### config.mk
export PLATFORM = sky130hd
export DESIGN_NAME = srmq_seq
export DESIGN_NICKNAME = d
export VERILOG_FILES = /design/src/hdl/srmq_pkg.sv /design/src/hdl/srmq_seq.sv
export SDC_FILE = /design/constraint.sdc
export NUM_CORES = 1
export LEC_CHECK = 0
export BUFFER_PORTS_ARGS = -buffer_cell sky130_fd_sc_hd__buf_4
export CAP_MARGIN = 10
export CORE_MARGIN = 1.5
export CORE_UTILIZATION = 45
export DETAILED_ROUTE_END_ITERATION = 8
export GPL_TIMING_DRIVEN = 0
export SETUP_SLACK_MARGIN = 0.05
export SYNTH_ARGS = -nofsm -noshare
export SYNTH_HDL_FRONTEND = slang
export SYNTH_SLANG_ARGS = --single-unit
### constraint.sdc
create_clock -name clk -period 6.1 [get_ports clk]
set_input_delay 0.305 -clock clk [delete_from_list [all_inputs] [get_ports clk]]
set_output_delay 0.305 -clock clk [all_outputs]
set_load 0.01 [all_outputs]
### src/hdl/srmq_pkg.sv
// Shared constants, types and helpers for the sparse-table range-minimum core.
package srmq_pkg;

  localparam int DEPTH      = 1024;
  localparam int LEVELS     = 11;
  localparam int DATA_WIDTH = 32;

  // index fields are fixed at 10 bits
  localparam int IDX_W   = 10;
  localparam int DEPTH_W = $clog2(DEPTH + 1);
  localparam int LVL_W   = $clog2(LEVELS);
  localparam int ADDR_W  = $clog2(LEVELS * DEPTH);
  localparam int MEM_DEPTH = LEVELS * DEPTH;

  // highest level the build fills: window must fit in the table
  localparam int FLOOR_LOG2_DEPTH = $clog2(DEPTH + 1) - 1;
  localparam int MAX_LEVEL = (LEVELS - 1 < FLOOR_LOG2_DEPTH) ? LEVELS - 1 : FLOOR_LOG2_DEPTH;

  typedef logic [DATA_WIDTH-1:0] data_t;

  typedef enum logic [1:0] {
    OP_LOAD  = 2'd0,
    OP_BUILD = 2'd1,
    OP_QUERY = 2'd2,
    OP_NOP   = 2'd3
  } opcode_t;

  typedef enum logic [2:0] {
    ST_IDLE,
    ST_BRDA,
    ST_BRDB,
    ST_BWR,
    ST_QLEN,
    ST_QRDA,
    ST_QRDB,
    ST_QOUT
  } state_t;

  // sequencer to datapath controls
  typedef struct packed {
    logic we;
    logic wsel_build;
    logic latch_a;
    logic out_fire;
    logic out_err;
  } ctl_t;

  function automatic logic [ADDR_W-1:0] mem_addr(input logic [LVL_W-1:0] lvl,
                                                 input logic [IDX_W-1:0] idx);
    mem_addr = ADDR_W'(ADDR_W'(lvl) * ADDR_W'(DEPTH)) + ADDR_W'(idx);
  endfunction

  function automatic data_t smin(input data_t a, input data_t b);
    smin = ($signed(b) < $signed(a)) ? b : a;
  endfunction

endpackage

### src/hdl/srmq_seq.sv
// Sequencer: command decode, build sweep and query address generation.
module srmq_seq
  import srmq_pkg::*;
(
  input  logic              clk,
  input  logic              rst_n,
  input  logic              start,
  input  logic [1:0]        in_opcode,
  input  logic [IDX_W-1:0]  in_elem_index,
  input  logic [IDX_W-1:0]  in_range_left,
  input  logic [IDX_W-1:0]  in_range_right,
  output logic              busy,
  output logic [ADDR_W-1:0] waddr,
  output logic [ADDR_W-1:0] raddr,
  output ctl_t              ctl
);

  state_t             state_r, state_nxt;
  logic [LVL_W-1:0]   lvl_r, lvl_nxt;
  logic [IDX_W-1:0]   idx_r, idx_nxt;
  logic [IDX_W-1:0]   l_r, l_nxt;
  logic [IDX_W-1:0]   r_r, r_nxt;
  logic [LVL_W-1:0]   k_r, k_nxt;
  logic [IDX_W-1:0]   hi_r, hi_nxt;

  logic               accept;
  logic [DEPTH_W-1:0] last_idx;
  logic [IDX_W-1:0]   half;
  logic [DEPTH_W-1:0] len;
  logic [LVL_W-1:0]   lead;
  logic [IDX_W-1:0]   l_sat, r_sat;

  assign busy   = (state_r != ST_IDLE);
  assign accept = start && !busy;

  assign last_idx = DEPTH_W'(DEPTH) - (DEPTH_W'(1) << lvl_r);
  assign half     = IDX_W'(1) << (lvl_r - LVL_W'(1));
  assign len      = DEPTH_W'(r_r) - DEPTH_W'(l_r) + DEPTH_W'(1);

  // query indices past the table clamp to the last entry
  assign l_sat = (DEPTH_W'(in_range_left) >= DEPTH_W'(DEPTH)) ? IDX_W'(DEPTH - 1) : in_range_left;
  assign r_sat = (DEPTH_W'(in_range_right) >= DEPTH_W'(DEPTH)) ? IDX_W'(DEPTH - 1)
                                                               : in_range_right;

  // leading-one detect, clamped to the top level
  always_comb begin
    lead = '0;
    for (int b = 0; b < DEPTH_W; b++) begin
      if (len[b]) begin
        lead = (b > LEVELS - 1) ? LVL_W'(LEVELS - 1) : LVL_W'(b);
      end
    end
  end

  always_ff @(posedge clk) begin
    if (!rst_n) begin
      state_r <= ST_IDLE;
      lvl_r   <= '0;
      idx_r   <= '0;
    end else begin
      state_r <= state_nxt;
      lvl_r   <= lvl_nxt;
      idx_r   <= idx_nxt;
    end
  end

  always_ff @(posedge clk) begin
    l_r  <= l_nxt;
    r_r  <= r_nxt;
    k_r  <= k_nxt;
    hi_r <= hi_nxt;
  end

  always_comb begin
    state_nxt = state_r;
    lvl_nxt   = lvl_r;
    idx_nxt   = idx_r;
    l_nxt     = l_r;
    r_nxt     = r_r;
    k_nxt     = k_r;
    hi_nxt    = hi_r;
    waddr     = mem_addr(lvl_r, idx_r);
    raddr     = mem_addr(lvl_r - LVL_W'(1), idx_r);
    ctl       = '0;

    case (state_r)
      ST_IDLE: begin
        waddr = mem_addr('0, in_elem_index);
        if (accept) begin
          case (opcode_t'(in_opcode))
            OP_LOAD: begin
              ctl.we = (DEPTH_W'(in_elem_index) < DEPTH_W'(DEPTH));
            end
            OP_BUILD: begin
              lvl_nxt   = LVL_W'(1);
              idx_nxt   = '0;
              state_nxt = ST_BRDA;
            end
            OP_QUERY: begin
              l_nxt     = l_sat;
              r_nxt     = r_sat;
              state_nxt = ST_QLEN;
            end
            default: ;
          endcase
        end
      end

      ST_BRDA: begin
        state_nxt = ST_BRDB;
      end

      ST_BRDB: begin
        raddr     = mem_addr(lvl_r - LVL_W'(1), idx_r + half);
        state_nxt = ST_BWR;
      end

      ST_BWR: begin
        ctl.we         = 1'b1;
        ctl.wsel_build = 1'b1;
        if (DEPTH_W'(idx_r) == last_idx) begin
          if (lvl_r == LVL_W'(MAX_LEVEL)) begin
            state_nxt = ST_IDLE;
          end else begin
            lvl_nxt   = lvl_r + LVL_W'(1);
            idx_nxt   = '0;
            state_nxt = ST_BRDA;
          end
        end else begin
          idx_nxt   = idx_r + IDX_W'(1);
          state_nxt = ST_BRDA;
        end
      end

      ST_QLEN: begin
        k_nxt  = lead;
        hi_nxt = IDX_W'(DEPTH_W'(r_r) + DEPTH_W'(1) - (DEPTH_W'(1) << lead));
        if (l_r > r_r) begin
          ctl.out_fire = 1'b1;
          ctl.out_err  = 1'b1;
          state_nxt    = ST_IDLE;
        end else begin
          state_nxt = ST_QRDA;
        end
      end

      ST_QRDA: begin
        raddr     = mem_addr(k_r, l_r);
        state_nxt = ST_QRDB;
      end

      ST_QRDB: begin
        raddr     = mem_addr(k_r, hi_r);
        state_nxt = ST_QOUT;
      end

      ST_QOUT: begin
        ctl.out_fire = 1'b1;
        state_nxt    = ST_IDLE;
      end

      default: begin
        state_nxt = ST_IDLE;
      end
    endcase

    // first read word lands from the RAM read register in the cycle after its address
    ctl.latch_a = (state_r == ST_BRDB) || (state_r == ST_QRDB);
  end

endmodule

==> results.md <==
- Cts hold-fix bufs: 0
- Resize count post-CTS: 0
- R2r setup slk: 600 ps
- Status: finished clean
- Worst slew margin: 0.5045
- Endpoint type of the worst setup path: register
- Via density: 5.545
- Synth Area per Inst: 8.481 sq um
- Die ar.: 11700 sq um
- Worst VDD drop: 0.0001621 V
- CTS Sinks: 51
- Hold Worst Slack: 155.0 ps
- Setup violators final: 0
- CTS tree: yes
- Max-Cap Viols: 0
- Fin crit period: 5503 ps
- H-Tree Depth: 2
- PwrDens: 268.5 nW/um^2
- Max-slew violations: 0
- DR DRC count: 0
- Crit-path slowest cell: a21boi_0
- DR WL/cell: 16.28 um
- Final period util: 0.9021
- Sequential area share after synthesis: 0.2734
- Final Cell Area: 5818 sq um
- IO buf count: 68
- Synth Instances: 587
- Critical path peak fanout: 5
- Reg2reg start: l_r[1]$_DFFE_PP_
- Most frequent cells in the layout: 70 x buf_4, 65 x ha_1, 52 x inv_1
- Ys async rst share: 0
- Clk_skew: 6.486 ps
- GRT Overall Usage: 0.2293
- R2r endpoint: hi_r[9]$_DFFE_PP_
- Clk slew on worst S/H paths: 100 ps
- P_leak: 2.624 nW
- GPL Wtd Cong: 0.8551
- Xor/xnor share of the synthesized area: 0.07213
- Final hold vios: 0
- Crit-path cells: ha_1 -> inv_1 -> ha_1 -> fa_1 -> a21o_1 -> a21oi_1 -> o21a_1 -> nor2_1 -> nor4b_1 -> o21ai_0 -> a21boi_0 -> nand3_1 -> ha_1 -> inv_1 -> fa_1 -> inv_1 -> a21oi_1 -> o21bai_1 -> a21o_1 -> a21oi_1 -> o21ai_0 -> xnor2_1 -> xnor2_1
- Buf/Inv on CP: 3
- Mux cell area share after synthesis: 0.02161
- Min-Delay Path Class: in -> reg
- Critical path class: reg -> reg
- Worst-case clock buffer depth: 2
- Antenna-violating nets left: 0
- Main synth FF type: edfxtp_1
- Post-synth EDFFs: 34
- Synthesized Nets: 690
- # rows: 38
- Total CTS buffers: 5
- WP data arrival: 5580 ps
- Crit-path max cell delay: 540 ps
- GRT overflow: 0
- Hold Crit Depth: 1
- Ranking of synthesized cells by area: edfxtp_1 21%, ha_1 16%, dfxtp_1 6.8%
- Synth Register Bits: 51
- Detailed Routing Iterations Pass 1: 5
- Endpoint, Worst Hold: r_r[9]$_DFFE_PP_
- Mapped Area: 4979 sq um
- Adder-cell share of the synthesized area: 0.1754
- Core Box Area: 10790 sq um
- Clock root buffer: clkbuf_8
- Die Ht: 108.2 um
- Nets: 766
- Setup bufs post-CTS: 0
- Worst hold start: in_range_right[9]
- Die X: 108.2 um
- Largest family of logic cells by synthesized area: compound AO/OA/AOI/OAI gates
- Top delay family on crit path: compound AO/OA/AOI/OAI gates
- DPL Wire Length: 10.44 mm
- Vias in the first global route: 4417
- First-pass GRT wire length: 20.68 mm
- Placed Area: 5682 sq um
- Multi-input logic area: 3309 sq um
- RSZ-0062 raised after global routing: false
- Largest net degree at the start of global routing: 21
- Compound-Gate Fraction of Synth Area: 0.2083
- Simple-gate area share of the yosys netlist: 0.1867
- P&R area growth vs syn: 16.86%
- Crit path launch type: register
- DRT Wirelength: 13.09 mm
- DR vias: 4458
- Drt initial violations: 181
- Filler cells: 1025
- YS warnings: 0
- Io pins: 69
- Worst-Margin Slew: 737.6 ps
- Top cell type's share of synthesized area: 0.2051
- CP required: 6180 ps
- Commonest non-fill, non-tap cell in the layout: buf_4
- Register area: 1361 sq um
- Fmax: 0.1817 GHz
- Initial core utilization: 0.4613
- Post-synth top area cell: edfxtp_1
- Fin util: 0.5391
- Sum of negative setup slack: 0 ps
- Diodes inserted: 0
- Worst skew pair latency: 320 ps
- Share of cells above drive strength 1: 0.1551
- Unique masters post-synth: 69
- Antenna violations before repair: 0
- Worst reg-to-reg path cell count: 23
layout make-up:
cell class	instances	share of cell area
inverter	53	0.03419
sequential	51	0.2340
buffer	25	0.01914
multi-input combinational	458	0.5688
timing repair buffer	69	0.09032
clock buffer	5	0.01183
tap	140	0.03011
clock inverter	3	0.01161
through the flow:
step | power, W | instances | setup slack [ps]
after global placement | 0.001256 | 795 | 640.9
final | 0.001562 | 804 | 597.4
after global routing | 0.001679 | 804 | 222.4
after detailed placement | 0.001278 | 796 | 592.5
after floorplan | 0.001012 | 587 | 1292
after CTS | 0.001574 | 804 | 587.2
worst max path at each step:
| stage | start | end | slack, ps | cells past startpoint |
|---|---|---|---|---|
| 2_1_floorplan | l_r[1]$_DFFE_PP_ | hi_r[9]$_DFFE_PP_ | 1290 | 25 |
| 3_3_place_gp | l_r[1]$_DFFE_PP_ | hi_r[9]$_DFFE_PP_ | 640 | 23 |
| 3_5_place_dp | l_r[1]$_DFFE_PP_ | hi_r[9]$_DFFE_PP_ | 590 | 23 |
| 4_1_cts | l_r[1]$_DFFE_PP_ | hi_r[9]$_DFFE_PP_ | 590 | 23 |
| 5_1_grt | l_r[1]$_DFFE_PP_ | hi_r[9]$_DFFE_PP_ | 220 | 23 |
| 6_report | l_r[1]$_DFFE_PP_ | hi_r[9]$_DFFE_PP_ | 600 | 23 |
metal layers:
layer / global-route usage / part of all wire
met5: 0 / 0
met4: 0.08177 / 0.020
met3: 0.03134 / 0.037
met2: 0.4408 / 0.53
met1: 0.2551 / 0.41
synth_stat cells, types with 17 or more instances:
library cell	n
dfxtp_1	17
edfxtp_1	34
ha_1	65
inv_1	52
nor3_1	17
o21ai_0	37
xnor2_1	27
a21oi_1	35
nor2_1	41
nand3_1	22
nand2_1	41
power breakdown:
| part | switching, W | internal, W |
|---|---|---|
| clock network | 0.000128 | 0.000164 |
| logic | 0.000467 | 0.000331 |
| registers | 0.0000301 | 0.000442 |
registers in the layout (all words and copies together), names as in the netlist:
register  flops
state_r       3
l_r          10
hi_r         10
k_r           4
r_r          10
idx_r        10
lvl_r         4
logic make-up after synthesis:
group | Yosys count
flip-flops | 51
XOR/XNOR | 41
AND/OR/NAND/NOR | 181
buffers and inverters | 78
AO/OA/AOI/OAI | 158
adder cells (fa/ha/maj) | 68
multiplexers | 10
No activity file was read; power rests on OpenSTA's default activity.
